$ cat config.mk
export PLATFORM = sky130hd
export DESIGN_NAME = kta_blend
export DESIGN_NICKNAME = d
export VERILOG_FILES = /design/src/rtl/kta_pkg.sv /design/src/rtl/kta_blend.sv
export SDC_FILE = /design/constraint.sdc
export NUM_CORES = 1
export LEC_CHECK = 0
export BUFFER_PORTS_ARGS = -buffer_cell sky130_fd_sc_hd__buf_4
export CAP_MARGIN = 20
export CORE_MARGIN = 2
export CORE_UTILIZATION = 50
export CTS_BUF_LIST = sky130_fd_sc_hd__clkbuf_4 sky130_fd_sc_hd__clkbuf_8
export CTS_CLUSTER_DIAMETER = 80
export DETAILED_ROUTE_END_ITERATION = 10
export PLACE_DENSITY_LB_ADDON = 0.05
export SETUP_SLACK_MARGIN = 0.2
export SKIP_LAST_GASP = 1
export SLEW_MARGIN = 20
export SYNTH_ARGS = -nofsm -noshare
export SYNTH_HDL_FRONTEND = slang
export SYNTH_SLANG_ARGS = --single-unit
$ cat constraint.sdc
create_clock -name i_clk -period 17.6 [get_ports i_clk]
set_input_delay 0.88 -clock i_clk [delete_from_list [all_inputs] [get_ports i_clk]]
set_output_delay 0.88 -clock i_clk [all_outputs]
set_load 0.005 [all_outputs]
$ cat src/rtl/kta_pkg.sv
package kta_pkg;

    // input item kinds
    localparam logic [1:0] KIND_CLEAR  = 2'd0;
    localparam logic [1:0] KIND_APPEND = 2'd1;
    localparam logic [1:0] KIND_TICK   = 2'd2;

    // track codes
    localparam logic [2:0] TRK_COLOR  = 3'd0;
    localparam logic [2:0] TRK_ALPHA  = 3'd1;
    localparam logic [2:0] TRK_ANGLE  = 3'd2;
    localparam logic [2:0] TRK_SCALE  = 3'd3;
    localparam logic [2:0] TRK_OFFSET = 3'd4;
    localparam int unsigned NUM_TRACKS = 5;

    // configuration register indexes
    localparam logic CFG_CYCLE = 1'b0;
    localparam logic CFG_PLAY  = 1'b1;

    // field widths
    localparam int unsigned TIME_W  = 24;
    localparam int unsigned VAL_W   = 48;
    localparam int unsigned ENTRY_W = 2 * TIME_W + VAL_W;

    // blend datapath: a*(span-d) + b*d needs 56 bits plus sign
    localparam int unsigned ACC_W = 58;
    localparam int unsigned MAG_W = 57;
    localparam int unsigned REM_W = TIME_W + 1;

endpackage

$ cat src/rtl/kta_blend.sv
module kta_blend (
    input  logic                        i_clk,
    input  logic                        i_rst_n,
    input  logic                        i_start,
    input  logic signed [31:0]          i_a,
    input  logic signed [31:0]          i_b,
    input  logic [kta_pkg::TIME_W-1:0]  i_d,
    input  logic [kta_pkg::TIME_W-1:0]  i_span,
    output logic                        o_done,
    output logic signed [31:0]          o_res
);
    import kta_pkg::*;

    typedef enum logic [1:0] {
        B_IDLE,
        B_MUL,
        B_NORM,
        B_DIV
    } t_bstate;

    t_bstate                  r_state;
    logic                     r_done;
    logic [5:0]               r_cnt;
    logic signed [ACC_W-1:0]  r_acc;
    logic [TIME_W-1:0]        r_m1;
    logic [TIME_W-1:0]        r_m2;
    logic signed [31:0]       r_a;
    logic signed [31:0]       r_b;
    logic [TIME_W-1:0]        r_span;
    logic [MAG_W-1:0]         r_mag;
    logic [REM_W-1:0]         r_rem;
    logic [31:0]              r_q;
    logic                     r_neg;
    logic signed [31:0]       r_res;

    logic signed [ACC_W-1:0]  w_pa;
    logic signed [ACC_W-1:0]  w_pb;
    logic signed [ACC_W-1:0]  w_step;
    logic signed [ACC_W-1:0]  w_nacc;
    logic [REM_W-1:0]         w_t;
    logic                     w_ge;
    logic [REM_W-1:0]         w_sub;
    logic [31:0]              w_q;

    // msb-first shift-add over the two multiplier words at once
    assign w_pa   = r_m1[TIME_W-1] ? {{(ACC_W-32){r_a[31]}}, r_a} : '0;
    assign w_pb   = r_m2[TIME_W-1] ? {{(ACC_W-32){r_b[31]}}, r_b} : '0;
    assign w_step = (r_acc <<< 1) + w_pa + w_pb;
    assign w_nacc = -r_acc;

    // restoring division of the magnitude by span
    assign w_t   = {r_rem[TIME_W-1:0], r_mag[MAG_W-1]};
    assign w_ge  = w_t >= {1'b0, r_span};
    assign w_sub = w_t - {1'b0, r_span};
    assign w_q   = {r_q[30:0], w_ge};

    always_ff @(posedge i_clk) begin
        if (!i_rst_n) begin
            r_state <= B_IDLE;
            r_done  <= 1'b0;
            r_cnt   <= '0;
        end else begin
            r_done <= 1'b0;
            case (r_state)
                B_IDLE: begin
                    if (i_start) begin
                        r_a     <= i_a;
                        r_b     <= i_b;
                        r_m1    <= i_span - i_d;
                        r_m2    <= i_d;
                        r_span  <= i_span;
                        r_acc   <= '0;
                        r_cnt   <= '0;
                        r_state <= B_MUL;
                    end
                end
                B_MUL: begin
                    r_acc <= w_step;
                    r_m1  <= {r_m1[TIME_W-2:0], 1'b0};
                    r_m2  <= {r_m2[TIME_W-2:0], 1'b0};
                    r_cnt <= r_cnt + 6'd1;
                    if (r_cnt == 6'(TIME_W - 1)) begin
                        r_state <= B_NORM;
                    end
                end
                B_NORM: begin
                    r_neg   <= r_acc[ACC_W-1];
                    r_mag   <= r_acc[ACC_W-1] ? w_nacc[MAG_W-1:0] : r_acc[MAG_W-1:0];
                    r_rem   <= '0;
                    r_q     <= '0;
                    r_cnt   <= '0;
                    r_state <= B_DIV;
                end
                B_DIV: begin
                    r_rem <= w_ge ? w_sub : w_t;
                    r_mag <= {r_mag[MAG_W-2:0], 1'b0};
                    r_q   <= w_q;
                    r_cnt <= r_cnt + 6'd1;
                    if (r_cnt == 6'(MAG_W - 1)) begin
                        r_res   <= r_neg ? -$signed(w_q) : $signed(w_q);
                        r_done  <= 1'b1;
                        r_state <= B_IDLE;
                    end
                end
                default: begin
                    r_state <= B_IDLE;
                end
            endcase
        end
    end

    assign o_done = r_done;
    assign o_res  = r_res;

endmodule

==> results.txt <==
The maximum clock skew at final layout is approximately 0.033 ns. Leaving out fill and tap cells, the most frequent cell in the layout is sky130_fd_sc_hd__edfxtp_1. For the worst-skew pair, the clock arrives at the later sink with an insertion delay of 0.69 ns. The number of endpoints failing setup at the final stage is 0.

For this design the total switching power over the nets is around 1.6 mW. The worst setup path is captured at a flop. The repair_antennas step left the layout with diodes totalling 0. The detailed placement HPWL is 36,900 um. The max-capacitance violation count came out at 0.

STA puts the critical path data arrival time at ~5.5 ns. The detailed router placed 16,200 vias in this run. The number of unique standard cell types used by synthesis is 71.

TritonCTS built the clock tree. The area added between synthesis and finish is 13.2%. The total power divided by cell area is 154 nW/um^2.

The floorplan step defined a die boundary enclosing about 46,000 um^2. Clock tree synthesis selected as its root buffer the cell sky130_fd_sc_hd__clkbuf_8. After synthesis, the share of flip-flops with an asynchronous set or reset is 0.

The initial utilization of the core area, before any placement, comes to 0.509. The final period utilization is 0.289. The number of H-tree levels came out at 2.

IR analysis of the VDD net gives a maximum drop of approximately 0.000087 V. In the layout the commonest cells are 339 x sky130_fd_sc_hd__edfxtp_1, 212 x sky130_fd_sc_hd__nand2_1, 167 x sky130_fd_sc_hd__o21ai_0, 162 x sky130_fd_sc_hd__buf_4, 112 x sky130_fd_sc_hd__nor2_1. For the final routed database, the setup TNS stands at 0 ns. The initial antenna violation count is 1. On the critical path, the stage with the largest delay is an instance of sky130_fd_sc_hd__or4_1. The proportion of synthesized chip area in sequential cells came out at 0.471. The synthesized instance count is 2,076.

The final weighted congestion in routability-driven placement came out at 0.921. Of the total power, the clock network draws 0.193. The number of placement rows came out at 76. Setup repair after global routing left no endpoint under its margin. The count of fill cells added during filler insertion came out at roughly 3,800. The proportion of power drawn by combinational gates came out at 0.467. After clock tree synthesis, the repair step resized 0 gates. The x dimension of the die came out at between 200 and 250 um. The synthesis-stage register bit count came out at 348. The ratio of cells with drive above 1 in the final layout is 0.134.

The TritonCTS sink count came out at 348. The analysis attributes to cell leakage a power of ~9.6 nW. Yosys printed 0 warnings. The switching share of total power is 0.409. Along the worst path, the maximum fanout reaches 6. The area of the mapped netlist came out at 22,000 um^2.

The core region is 43,300 um^2. The total grt overflow is 0. The fraction of power consumed by sequential logic is 0.340. The number of routed nets with antenna violations came out at 0.

The final critical delay including setup and external delays is about 5.1 ns. The setup path with the least slack is of type reg2reg. The final max-slew violation count is 0.

The deepest clock path buffer count came out at 3. The total nets after synthesis is 2,362. Walking the worst path, the cells encountered are ha_1 > a211oi_1 > o21ai_0 > a41o_1 > a31o_2 > a21oi_1 > o21ai_4 > inv_1 > ha_1 > nand2_1 > or3_1 > or4_1 > or3_1 > or2_1 > o31ai_1 > xnor2_1. The number of hold violations in the final report came out at 0. Data on the critical path is required at its endpoint by 18.01 ns. The detailed-router iteration count before antenna repair came out at 6.

The via count of the first global-routing pass is ~16,000. The number of nets in the layout came out at 2,506. The post-CTS repair timing setup buffer count came out at 0. For this run, the leading register cell type out of synthesis is sky130_fd_sc_hd__edfxtp_1. For this run, the slowest stage of the critical path takes 0.57 ns. The average wire length per cell after detail routing came out at 18.1 um. The die extent in y came out at 214 um. At the pin with the least slew margin, the transition time is 1.00 ns. After synthesis, the mean cell area works out to 10.6 um^2. The cell internal power dissipation is 2.27 mW. The clock transition at the registers of the reported paths is 0.07 ns. The maximum number of pins on one net before global-route repair came out at 83. The number of CTS-inserted buffers came out at 60. The total chip power came out at around 3.8 mW.

The min-delay analysis places its worst path in the category in2reg. The detailed router's first-iteration violation count came out at 1,237. The flow ran to the end, and the final reports show no timing, DRC or antenna violations. The first-pass GRT wire length came out at 82,600 um.

The DRC violations left came out at 0. The highest achievable clock rate came out at ~0.2 GHz. During I/O placement, the number of pins put on the boundary was 148. Headroom to the max-slew limit came out at 0.332.

In this run, synthesis inferred 339 flip-flops with an integrated enable. The total global-route track usage is 0.229. The port buffer count came out at 147. STA classifies the critical path startpoint as a flop.

The number of hold buffers added after cts came out at 0. The number of vias per cell after detailed routing came out at 5.69. The post-detailed-routing wire length came out at ~52,000 um.
[registers in the layout, summed over array words and instances (netlist names)]
name     count
o_res       32
r_m1        24
r_state      2
r_b         32
r_neg        1
r_q         31
r_span      24
r_acc       58
r_m2        24
r_cnt        6
r_mag       57
r_rem       24
r_a         32
o_done       1
[layout make-up]
| class | count | area, um^2 | share of cell area |
|---|---|---|---|
| Multi-Input combinational cell | 1552 | 11100 | 0.444 |
| Sequential cell | 348 | 10400 | 0.416 |
| Timing Repair Buffer | 162 | 1220 | 0.0488 |
| Clock buffer | 74 | 931 | 0.0374 |
| Tap cell | 585 | 732 | 0.0294 |
| Inverter | 96 | 360 | 0.0145 |
| Clock inverter | 38 | 260 | 0.0104 |
[per-layer routing]
| layer | vias up | track usage | part of all wire |
|---|---|---|---|
| met5 | - | 0 | 0 |
| met3 | 106 | 0.0394 | 0.055 |
| met2 | 469 | 0.360 | 0.45 |
| met4 | 0 | 0.0809 | 0.030 |
| li1 | 7920 | - | - |
| met1 | 7740 | 0.320 | 0.46 |
[path summary, 6_finish.rpt]
kind | start | endpoint | slack [ns] | cells after the start
min reg2reg | r_cnt[0]$_SDFFE_PN0P_ | r_cnt[0]$_SDFFE_PN0P_ | 0.49 | 2
max | r_rem[13]$_SDFFCE_PN0P_ | o_res[28]$_DFFE_PP_ | 12.52 | 16
min | i_a[16] | r_a[16]$_DFFE_PP_ | 0.39 | 1
max reg2reg | r_rem[13]$_SDFFCE_PN0P_ | o_res[28]$_DFFE_PP_ | 12.52 | 16
[power by group through the flow]
stage / logic (mW) / clock network [mW] / registers (mW)
finish: 1.80 / 0.741 / 1.31
global route: 2.02 / 0.798 / 1.33
CTS: 1.79 / 0.762 / 1.31
detailed placement: 1.78 / 0 / 1.32
global placement: 1.75 / 0 / 1.32
floorplan: 1.37 / 0 / 1.29
[Yosys cell counts, drive strengths merged, types with 5 or more instances]
master	count	area [um^2]
fa	59	1180
or3	28	180
inv	95	357
or2	18	113
ha	112	1400
clkbuf	74	278
mux2i	27	270
dfxtp	9	180
nand4	23	144
a211oi	20	150
buf	6	23.8
nor4	13	81.3
o211ai	8	60.1
a21oi	111	556
o21bai	14	105
nor3	41	205
nand2b	25	156
and2	106	663
o22ai	5	31.3
a41oi	6	52.6
and3	15	93.8
nor3b	6	45.0
o31a	6	52.6
nor2b	10	62.6
nor2	114	428
nand3	24	120
nand2	212	796
mux2	7	78.8
o41ai	19	181
o21ai	170	851
a31oi	13	81.3
a21o	60	450
edfxtp	339	10200
xnor2	84	736
and4	7	61.3
o31ai	37	292
o21a	21	158
xor2	66	578
a211o	5	43.8
or4	17	146
[worst max-delay path: cells and delay by family, from the launching register on]
kind | cells | cell delay [ns]
AO/OA/AOI/OAI | 7 | 1.72
XOR/XNOR | 1 | 0.12
adder cells (fa/ha/maj) | 2 | 0.58
buffers and inverters | 1 | 0.23
flip-flops | 1 | 0.39
AND/OR/NAND/NOR | 5 | 1.78
[through the flow]
stage | setup slack (ns) | area (um^2) | utilization | cells | hold WS [ns]
finish | 12.52 | 24900 | 0.576 | 2855 | 0.388
global route | 12.11 | 24900 | 0.576 | 2855 | 0.356
CTS | 12.52 | 24900 | 0.576 | 2855 | 0.339
detailed placement | 12.56 | 23700 | 0.548 | 2743 | 0.485
global placement | 12.62 | 23700 | 0.548 | 2743 | 0.477
floorplan | 11.07 | 22000 | - | 2076 | 0.462
[logic make-up (layout without fill, tap and decap cells)]
| group | after synthesis | after routing | share of synthesized area |
|---|---|---|---|
| AO/OA/AOI/OAI | 532 | 532 | 0.154 |
| flip-flops | 348 | 348 | 0.471 |
| buffers and inverters | 176 | 370 | 0.0301 |
| XOR/XNOR | 150 | 150 | 0.0597 |
| adder cells (fa/ha/maj) | 171 | 171 | 0.117 |
| multiplexers | 34 | 34 | 0.0159 |
| AND/OR/NAND/NOR | 665 | 665 | 0.152 |
No activity file was read; power rests on OpenSTA's default activity.
