**src/rtl/kta_pkg.sv**
```systemverilog
package kta_pkg;

    // input item kinds
    localparam logic [1:0] KIND_CLEAR  = 2'd0;
    localparam logic [1:0] KIND_APPEND = 2'd1;
    localparam logic [1:0] KIND_TICK   = 2'd2;

    // track codes
    localparam logic [2:0] TRK_COLOR  = 3'd0;
    localparam logic [2:0] TRK_ALPHA  = 3'd1;
    localparam logic [2:0] TRK_ANGLE  = 3'd2;
    localparam logic [2:0] TRK_SCALE  = 3'd3;
    localparam logic [2:0] TRK_OFFSET = 3'd4;
    localparam int unsigned NUM_TRACKS = 5;

    // configuration register indexes
    localparam logic CFG_CYCLE = 1'b0;
    localparam logic CFG_PLAY  = 1'b1;

    // field widths
    localparam int unsigned TIME_W  = 24;
    localparam int unsigned VAL_W   = 48;
    localparam int unsigned ENTRY_W = 2 * TIME_W + VAL_W;

    // blend datapath: a*(span-d) + b*d needs 56 bits plus sign
    localparam int unsigned ACC_W = 58;
    localparam int unsigned MAG_W = 57;
    localparam int unsigned REM_W = TIME_W + 1;

endpackage

```
**src/rtl/kta_mod.sv**
```systemverilog
module kta_mod (
    input  logic                        i_clk,
    input  logic                        i_rst_n,
    input  logic                        i_start,
    input  logic [31:0]                 i_dividend,
    input  logic [kta_pkg::TIME_W-1:0]  i_divisor,
    output logic                        o_done,
    output logic [kta_pkg::TIME_W-1:0]  o_rem
);
    import kta_pkg::*;

    logic             r_busy;
    logic             r_done;
    logic [4:0]       r_cnt;
    logic [31:0]      r_num;
    logic [REM_W-1:0] r_rem;
    logic [TIME_W-1:0] r_div;

    logic [REM_W-1:0] w_t;
    logic             w_ge;
    logic [REM_W-1:0] w_sub;

    // one quotient bit a cycle, restoring
    assign w_t   = {r_rem[TIME_W-1:0], r_num[31]};
    assign w_ge  = w_t >= {1'b0, r_div};
    assign w_sub = w_t - {1'b0, r_div};

    always_ff @(posedge i_clk) begin
        if (!i_rst_n) begin
            r_busy <= 1'b0;
            r_done <= 1'b0;
            r_cnt  <= '0;
        end else begin
            r_done <= 1'b0;
            if (!r_busy) begin
                if (i_start) begin
                    r_busy <= 1'b1;
                    r_cnt  <= '0;
                    r_num  <= i_dividend;
                    r_div  <= i_divisor;
                    r_rem  <= '0;
                end
            end else begin
                r_rem <= w_ge ? w_sub : w_t;
                r_num <= {r_num[30:0], 1'b0};
                r_cnt <= r_cnt + 5'd1;
                if (r_cnt == 5'd31) begin
                    r_busy <= 1'b0;
                    r_done <= 1'b1;
                end
            end
        end
    end

    assign o_done = r_done;
    assign o_rem  = r_rem[TIME_W-1:0];

endmodule

```
**config.mk**
```make
export PLATFORM = sky130hd
export DESIGN_NAME = kta_mod
export DESIGN_NICKNAME = d
export VERILOG_FILES = /design/src/rtl/kta_pkg.sv /design/src/rtl/kta_mod.sv
export SDC_FILE = /design/constraint.sdc
export NUM_CORES = 1
export LEC_CHECK = 0
export ABC_AREA = 1
export BUFFER_PORTS_ARGS = -buffer_cell sky130_fd_sc_hd__clkbuf_2
export CORE_UTILIZATION = 38
export CTS_CLUSTER_SIZE = 8
export DETAILED_ROUTE_END_ITERATION = 12
export HOLD_SLACK_MARGIN = 0.05
export PLACE_DENSITY = 0.65
export SLEW_MARGIN = 20
export SYNTH_ARGS = -nofsm -noshare
export SYNTH_HDL_FRONTEND = slang
export SYNTH_SLANG_ARGS = --single-unit
```
**constraint.sdc**
```tcl
create_clock -name i_clk -period 10.4 [get_ports i_clk]
set_clock_uncertainty 0.15 [all_clocks]
set_input_delay 2.6 -clock i_clk [delete_from_list [all_inputs] [get_ports i_clk]]
set_output_delay 2.6 -clock i_clk [all_outputs]
set_load 0.1 [all_outputs]
```
==> flow_summary.yaml, run 1 <==
cts:
  cts-root-buf: "clkbuf_16"
  cts.htree.levels: 3
  cts_tree: "done"
  hold_buffers: 0
  max-clock-path-buffers: 2
  cts_sinks: 87
  postCtsSetupRepairBufs: 0
  cts_resized: 0
  clock_latency_ps: 350
  clk_pin_slew_ps: 60
  cts_made_buffers: 9
setup_path:
  required_ps: 7650
  crit_fanout: 4
  path_buf_inv: 1
  slowest_stage: "clkbuf_2"
  crit_chain: "clkbuf_2"
  worstSetupPathType: "reg -> out"
  start_kind: "flip-flop"
  critPathMaxStageDelay_ps: 490
  reg2reg_depth: 10
  ff2ff_setup_slack_ps: 7450
  end_kind: "output port"
  cp-startpoint: "r_rem[0]"
  critPathArrivalTime_ps: 1270
  crit_end: "o_rem[0]"
  reg2reg_to: "r_rem[16]"
  cp_num_cells: 1
  worstReg2RegStart: "r_rem[4]"
  crit_family: "buffers and inverters"
floorplan:
  ioPinCount: 84
  dieArea_mm2: 0.0155
  rows: 44
  die_h_um: 125
  start_util: 0.392
  coreArea_mm2: 0.0146
  die_w_um: 125
cells_and_area:
  fillCellCount: 1507
  area_growth_syn_to_layout_pct: 15.7
  final_nets: 945
  layout-drive-gt1-share: 0.156
  regArea_mm2: 0.00254
  fin_util: 0.453
  multiInputGateArea_mm2: 0.00250
  diodes: 0
detailed_routing:
  wl_um: 13100
  vias: 4795
  ant_nets: 0
  viasPerCell: 4.58
  initialDrtViolationCount: 328
  post_drt_wl_per_cell_um: 12.5
  drc: 0
  dr.pass1.iters: 5
place:
  portBuffers: 83
  hpwlAfterDp_um: 9580
  gp_congestion: 0.857
timing:
  fin_crit_ps: 4020
  max_slew_margin: 0.353
  worst_pin_slew_ps: 965
  slew_viol_final: 0
  hold_viol: 0
  setup_viol: 0
  grt_setup_unrepaired: "no"
  finalCritPeriodShare: 0.386
  max_freq_mhz: 249
  whs_ps: 321
  tns_ps: 0
synth:
  syn_inst: 779
  synthFlopType: "edfxtp_1"
  synth_seq_cells: 87
  synth.yosys.seq_area_share: 0.445
  synth_area_leaders: "edfxtp_1, nand2_1, inv_1, ha_1, nor2_1"
  synth-warning-count: 0
  synth_area_mm2: 0.00572
  synth_cell_types: 34
  synth_edf_count: 80
  yosysMostFrequentCell: "nand2_1"
  synth_area_leader_cell: "edfxtp_1"
  postSynthNetCount: 865
  synth_commonest_cells: "nand2_1, inv_1, edfxtp_1, nor2_1, nand4_1"
  synthArstFlopShare: 0
  synth_top_area_frac: 0.420
  syn_area_per_cell_um2: 7.34
grt:
  grt_start_max_net_pins: 62
  grt_pass1_wl_um: 22600
  grt_pass1_vias: 4773
  antenna_found_initial: 0
  gr-total-overflow: 0
  grtUsageTotal: 0.182
power_and_ir_drop:
  leakagePower_nw: 3.48
  pwr_density_cell_mw_per_mm2: 151
  ir_drop_mv: 0.0960
flow_run:
  drv_cap: 0
run_status:
  status: "completed"
min_path:
  hold_class: "reg -> reg"
[through the flow]
step                      instance area, um2  instances  power, mW  setup slack [ps]
after CTS                               6610       1048       1.01              6360
after detailed placement                6310       1032      0.676              6260
final                                   6610       1048       1.00              6380
after global placement                  6310       1032      0.673              6300
after global routing                    6610       1048       1.06              6320
after floorplan                         5720        779      0.621              4710
[placed cells by master (no fill, tap or decap), drive strengths merged]
master and count:
o21a 1, nor3 6, bufinv 1, nand3b 8, clkbuf 93, inv 158, ha 26, fa 1
edfxtp 80, xor2 1, nand4 30, nor2 71, or2 2, nand3 24, a21oi 15, nand2 319
buf 3, dfxtp 7, clkinvlp 1, and2 2, clkinv 4, o21ai 2, xnor2 8, o21bai 1
[how the worst min path moves through the flow]
stage               startpoint  slack [ps]  cells after the start        to
floorplan             r_cnt[3]         290                      2  r_cnt[3]
global placement      r_cnt[3]         310                      2  r_cnt[3]
detailed placement    r_cnt[4]         310                      2  r_cnt[4]
CTS                   r_cnt[4]         320                      2  r_cnt[4]
global route          r_cnt[4]         340                      2  r_cnt[4]
finish                r_cnt[4]         320                      2  r_cnt[4]
[kinds of logic after synthesis]
logic type	share of synthesized area
buffers and inverters	0.119
DFF	0.445
xor gates and xnor gates	0.0138
and+or+nand+nor	0.343
adders and majority gates	0.0604
AOI/OAI and AO/OA	0.0195
[flip-flops by register name (all words and copies together) (netlist names)]
name / cells
r_rem: 24
r_num: 32
r_cnt: 5
r_busy: 1
r_div: 24
o_done: 1
[final cells by class]
class / instances / share of cell area
clock buffer: 10 / 0.0346
clock inverter: 6 / 0.0114
inverter: 158 / 0.0897
multi-input combinational: 517 / 0.379
sequential: 87 / 0.385
tap: 184 / 0.0348
timing repair buffer: 86 / 0.0662
[per-layer routing]
| layer | track usage | vias up | part of all wire |
|---|---|---|---|
| met5 | 0 | - | 0 |
| met4 | 0.0581 | 0 | 0.015 |
| met3 | 0.0507 | 19 | 0.072 |
| met2 | 0.300 | 133 | 0.45 |
| met1 | 0.231 | 2078 | 0.47 |
| li1 | - | 2565 | - |
[where the power goes]
group / internal (mW) / switching (mW)
registers: 0.410 / 0.00979
logic: 0.0714 / 0.177
clock network: 0.190 / 0.144
Note: power is estimated with default switching activity, not from simulation.
==> run 2: changes to the inputs <==
Clock period 10.4 ns to 4 ns, I/O delays scaled along.
==> run 2 against run 1 <==
Effect of this change:
- core utilization increased by 0.077 points
- flip-flop and latch count is the same
- first-iteration DRC count decreased by 17%
- setup slack got worse by 5200 ps
- critical path type is now reg -> reg
- largest cell class unchanged
- largest power group unchanged
==> flow_summary.yaml, run 2 (synthesis gave the netlist of run 1 again) <==
timing:
  worst_pin_slew_ps: 657
  max_slew_margin: 0.561
  whs_ps: 315
  finalCritPeriodShare: 0.708
  grt_setup_unrepaired: "no"
  tns_ps: 0
  slew_viol_final: 0
  setup_viol: 0
  fin_crit_ps: 2830
  finalWorstSetupSlack_ps: 1170
  hold_viol: 0
  max_freq_mhz: 353
setup_path:
  slowest_stage: "a21oi_4"
  start_kind: "flip-flop"
  crit_chain: "ha_1 -> nand2_2 -> inv_2 -> nand2_1 -> nand2_1 -> nand2_1 -> nand2_1 -> a21oi_4 -> nand3_4 -> nand2_1 -> inv_1 -> nor2_1"
  end_kind: "flip-flop"
  critPathArrivalTime_ps: 2890
  path_buf_inv: 2
  crit_fanout: 18
  crit_family: "simple AND/OR/NAND/NOR gates"
  required_ps: 4060
  worstSetupPathType: "reg -> reg"
  crit_top_cell: "nand2_1"
  critPathMaxStageDelay_ps: 520
  cp-startpoint: "r_rem[11]"
  worstReg2RegStart: "r_rem[11]"
power_and_ir_drop:
  total_power_mw: 2.59
  pwr_density_cell_mw_per_mm2: 390
  leakagePower_nw: 3.50
  ir_drop_mv: 0.248
  switching_share: 0.347
  power.switching_uw: 896
  internal_power_mw: 1.69
  p_seq_frac: 0.424
  clock_power_share: 0.326
  pwr-share-comb: 0.250
cells_and_area:
  largest_reg_flops: 32
  diodes: 0
  area_growth_syn_to_layout_pct: 15.9
  finalNonFillerCells: 1052
  fillCellCount: 1495
  layout-drive-gt1-share: 0.161
  layout_common_cells: "nand2_1, inv_1, clkbuf_2"
  multiInputGateArea_mm2: 0.00250
  largest_register: "r_num"
  top_regs: "r_num: 32 flops, r_div: 24 flops, r_rem: 24 flops"
  final_nets: 949
  final_common_cell: "nand2_1"
  regArea_mm2: 0.00254
cts:
  max-clock-path-buffers: 2
  cts_tree: "done"
  postCtsSetupRepairBufs: 0
  cts_sinks: 87
  clock_latency_ps: 370
  cts_resized: 0
  cts.htree.levels: 3
  cts_made_buffers: 9
  clk_pin_slew_ps: 70
  cts-root-buf: "clkbuf_16"
  hold_buffers: 0
run_status:
  status: "completed"
grt:
  gr-total-overflow: 0
  grt_pass1_wl_um: 22300
  grt_start_max_net_pins: 43
  grtUsageTotal: 0.181
  grt_pass1_vias: 4574
  antenna_found_initial: 0
place:
  dp_cells: 1036
  gp_congestion: 0.908
  pre_cts_slack_ps: 1180
  hpwlAfterDp_um: 9990
  portBuffers: 83
min_path:
  holdCritStartpoint: "r_cnt[3]"
  hold_class: "reg -> reg"
floorplan:
  die_h_um: 125
  start_util: 0.392
  die_w_um: 125
  coreArea_mm2: 0.0146
  dieArea_mm2: 0.0155
  ioPinCount: 84
  rows: 44
detailed_routing:
  initialDrtViolationCount: 273
  drc: 0
  post_drt_wl_per_cell_um: 12.8
  dr.pass1.iters: 5
  vias: 4831
  viasPerCell: 4.59
  ant_nets: 0
  wl_um: 13400
flow_run:
  drv_cap: 0
## run 2: changes by cell type in the layout (fill, tap and decap cells not counted), sizes merged
cell	previous run	this run
clkinvlp	1	0
buf	3	7
bufinv	1	0
inv	158	161
clkbuf	93	92
## run 2: metrics by stage
stage / util / area, um2
floorplan: - / 5720
finish: 0.454 / 6630
CTS: 0.454 / 6630
global placement: 0.435 / 6340
global route: 0.454 / 6630
detailed placement: 0.435 / 6340
## run 2: cell type report
type,count,area share
Inverter,158,0.0895
Tap cell,184,0.0347
Clock inverter,7,0.00907
Multi-Input combinational cell,517,0.378
Clock buffer,9,0.0340
Timing Repair Buffer,90,0.0706
Sequential cell,87,0.384
## run 2: final timing paths
kind / end / slack, ps / depth (start not counted)
setup reg to reg: r_rem[10] / 1170 / 12
setup / recovery: r_rem[10] / 1170 / 12
hold reg to reg: r_cnt[3] / 320 / 2
hold / removal: r_cnt[3] / 320 / 2
## run 2: per-layer routing
| layer | GRT usage | share of wire |
|---|---|---|
| met1 | 0.239 | 0.47 |
| met2 | 0.286 | 0.45 |
| met3 | 0.0541 | 0.065 |
| met4 | 0.0524 | 0.015 |
| met5 | 0 | 0 |
## run 2: power by group through the flow
stage / clock network, mW / logic [mW] / registers [mW]
5_1_grt: 0.896 / 0.723 / 1.10
3_3_place_gp: 0 / 0.644 / 1.12
2_1_floorplan: 0 / 0.372 / 1.24
3_5_place_dp: 0 / 0.644 / 1.12
4_1_cts: 0.871 / 0.647 / 1.10
6_report: 0.842 / 0.646 / 1.10
## run 2: worst reg2reg max path: stages, from the launching register on
cell and delay, ps:
edfxtp_1 460, ha_1 400, nand2_2 130, inv_2 30, nand2_1 60, nand2_1 80, nand2_1 80, nand2_1 130
a21oi_4 520, nand3_4 350, nand2_1 150, inv_1 50, nor2_1 110
==> run 3: changes to the inputs <==
Settings changed: PLACE_DENSITY 0.65 to 0.67.
Clock period 4 ns to 2.39 ns, I/O delays scaled along.
==> run 3 against run 2 <==
Effect of this change:
- sequential share of layout area decreased by 4.0 points
- maximum frequency increased by 23%
- design area increased by 12%
- critical endpoint is now r_rem[7]
- cell count increased by 2.9%
- critical path type unchanged
- sequential power increased by 67%
- critical path depth increased by 1
- clock-buffer cell count unchanged
- combinational power increased by 100%
- global-route usage increased by 1.2 points
- core utilization increased by 5.2 points
- register-to-register slack got worse by 1100 ps
==> flow_summary.yaml, run 3 (synthesis gave the netlist of run 1 again) <==
floorplan:
  dieArea_mm2: 0.0155
  rows: 44
  start_util: 0.392
  ioPinCount: 84
  die_w_um: 125
  die_h_um: 125
  coreArea_mm2: 0.0146
setup_path:
  path_buf_inv: 3
  reg2reg_to: "r_rem[7]"
  crit_end: "r_rem[7]"
  slowest_stage: "edfxtp_1"
  ff2ff_setup_slack_ps: 90
  worstSetupPathType: "reg -> reg"
  critPathArrivalTime_ps: 2270
  start_kind: "flip-flop"
  crit_chain: "ha_4 -> nand2_1 -> nand2_1 -> inv_1 -> nand2_1 -> nand2_1 -> nand2_2 -> a21oi_4 -> buf_12 -> clkbuf_16 -> nand4_1 -> nand2_1 -> nor2_1"
  cp-startpoint: "r_rem[19]"
  critPathMaxStageDelay_ps: 460
  crit_family: "simple AND/OR/NAND/NOR gates"
  reg2reg_depth: 13
  end_kind: "flip-flop"
  crit_fanout: 7
  worstReg2RegStart: "r_rem[19]"
  crit_top_cell: "nand2_1"
  cp_num_cells: 13
  required_ps: 2350
cells_and_area:
  diodes: 0
  final_common_cell: "nand2_1"
  layout_common_cells: "nand2_1, inv_1, clkbuf_2"
  largest_reg_flops: 32
  largest_register: "r_num"
  fillCellCount: 1403
  layout-drive-gt1-share: 0.251
  area_growth_syn_to_layout_pct: 29.2
  final_nets: 980
  top_regs: "r_num: 32 flops, r_div: 24 flops, r_rem: 24 flops"
flow_run:
  drv_cap: 0
min_path:
  hold_class: "in -> reg"
  hold_depth: 1
power_and_ir_drop:
  pwr_density_cell_mw_per_mm2: 632
  total_power_mw: 4.67
  ir_drop_mv: 0.431
  leakagePower_nw: 3.75
place:
  pre_cts_slack_ps: 3.02
  gp_congestion: 0.905
  hpwlAfterDp_um: 10500
  portBuffers: 83
cts:
  cts_sinks: 87
  cts_tree: "done"
  cts_made_buffers: 9
  max-clock-path-buffers: 2
  clock_latency_ps: 360
  clk_pin_slew_ps: 80
  cts-root-buf: "clkbuf_16"
  cts.htree.levels: 3
grt:
  grt_pass1_vias: 4746
  antenna_found_initial: 0
  grt_pass1_wl_um: 23600
  grt_start_max_net_pins: 46
  gr-total-overflow: 0
  grtUsageTotal: 0.193
timing:
  fin_crit_ps: 2300
  tns_ps: 0
  slew_viol_final: 0
  max_freq_mhz: 434
  max_slew_margin: 0.623
  grt_setup_unrepaired: "yes"
  finalWorstSetupSlack_ps: 85.0
  finalCritPeriodShare: 0.964
  hold_viol: 0
  setup_viol: 0
  worst_pin_slew_ps: 568
detailed_routing:
  post_drt_wl_per_cell_um: 13.6
  drc: 0
  initialDrtViolationCount: 396
  viasPerCell: 4.63
  vias: 5016
  dr.pass1.iters: 5
  ant_nets: 0
  wl_um: 14700
run_status:
  status: "completed"
[run 3: cell count changes in the layout (fill, tap and decap cells not counted), sizes merged]
cell and delta:
clkbuf +1, inv -1, buf +28, nand3 +2, bufinv +1
[run 3: power breakdown]
group | internal [mW] | switching, mW | total [mW]
clock network | 0.836 | 0.698 | 1.53
logic | 0.449 | 0.847 | 1.30
registers | 1.78 | 0.0599 | 1.84
total | 3.07 | 1.61 | 4.67
[run 3: area by class of cell]
cell class	instances	area [um2]	area share
Tap cell	184	230	0.0312
Sequential cell	87	2540	0.344
Timing Repair Buffer	119	757	0.102
Inverter	158	593	0.0803
Multi-Input combinational cell	519	2950	0.400
Clock inverter	7	83.8	0.0113
Clock buffer	9	225	0.0305
[run 3: repair_timing]
item                       CTS  global route
setup buffers                0            14
hold buffers                 0             0
pin swaps                    0            15
cloned                       0             4
gates resized for setup      1            46
setup endpoints to repair    2            21
[run 3: how the worst min path moves through the flow]
stage	startpoint	slack, ps	endpoint
2_1_floorplan	r_cnt[3]	290	r_cnt[3]
3_3_place_gp	r_cnt[4]	310	r_cnt[4]
3_5_place_dp	r_cnt[3]	310	r_cnt[3]
4_1_cts	i_divisor[6]	240	r_div[6]
5_1_grt	i_divisor[16]	240	r_div[16]
6_report	i_divisor[16]	260	r_div[16]
[run 3: through the flow]
step / cell area (um2) / instances / util / hold WS, ps
global route: 7390 / 1083 / 0.506 / 239
detailed placement: 6750 / 1049 / 0.462 / 312
CTS: 7060 / 1065 / 0.484 / 243
floorplan: 6030 / 779 / - / 291
global placement: 6750 / 1049 / 0.462 / 306
finish: 7390 / 1083 / 0.506 / 256
[run 3: routing by layer]
layer	vias to the layer above	track usage	wire length, um
li1	2644	-	-
met1	2203	0.253	6750
met2	147	0.305	6680
met3	22	0.0610	993
met4	0	0.0517	267
met5	-	0	0
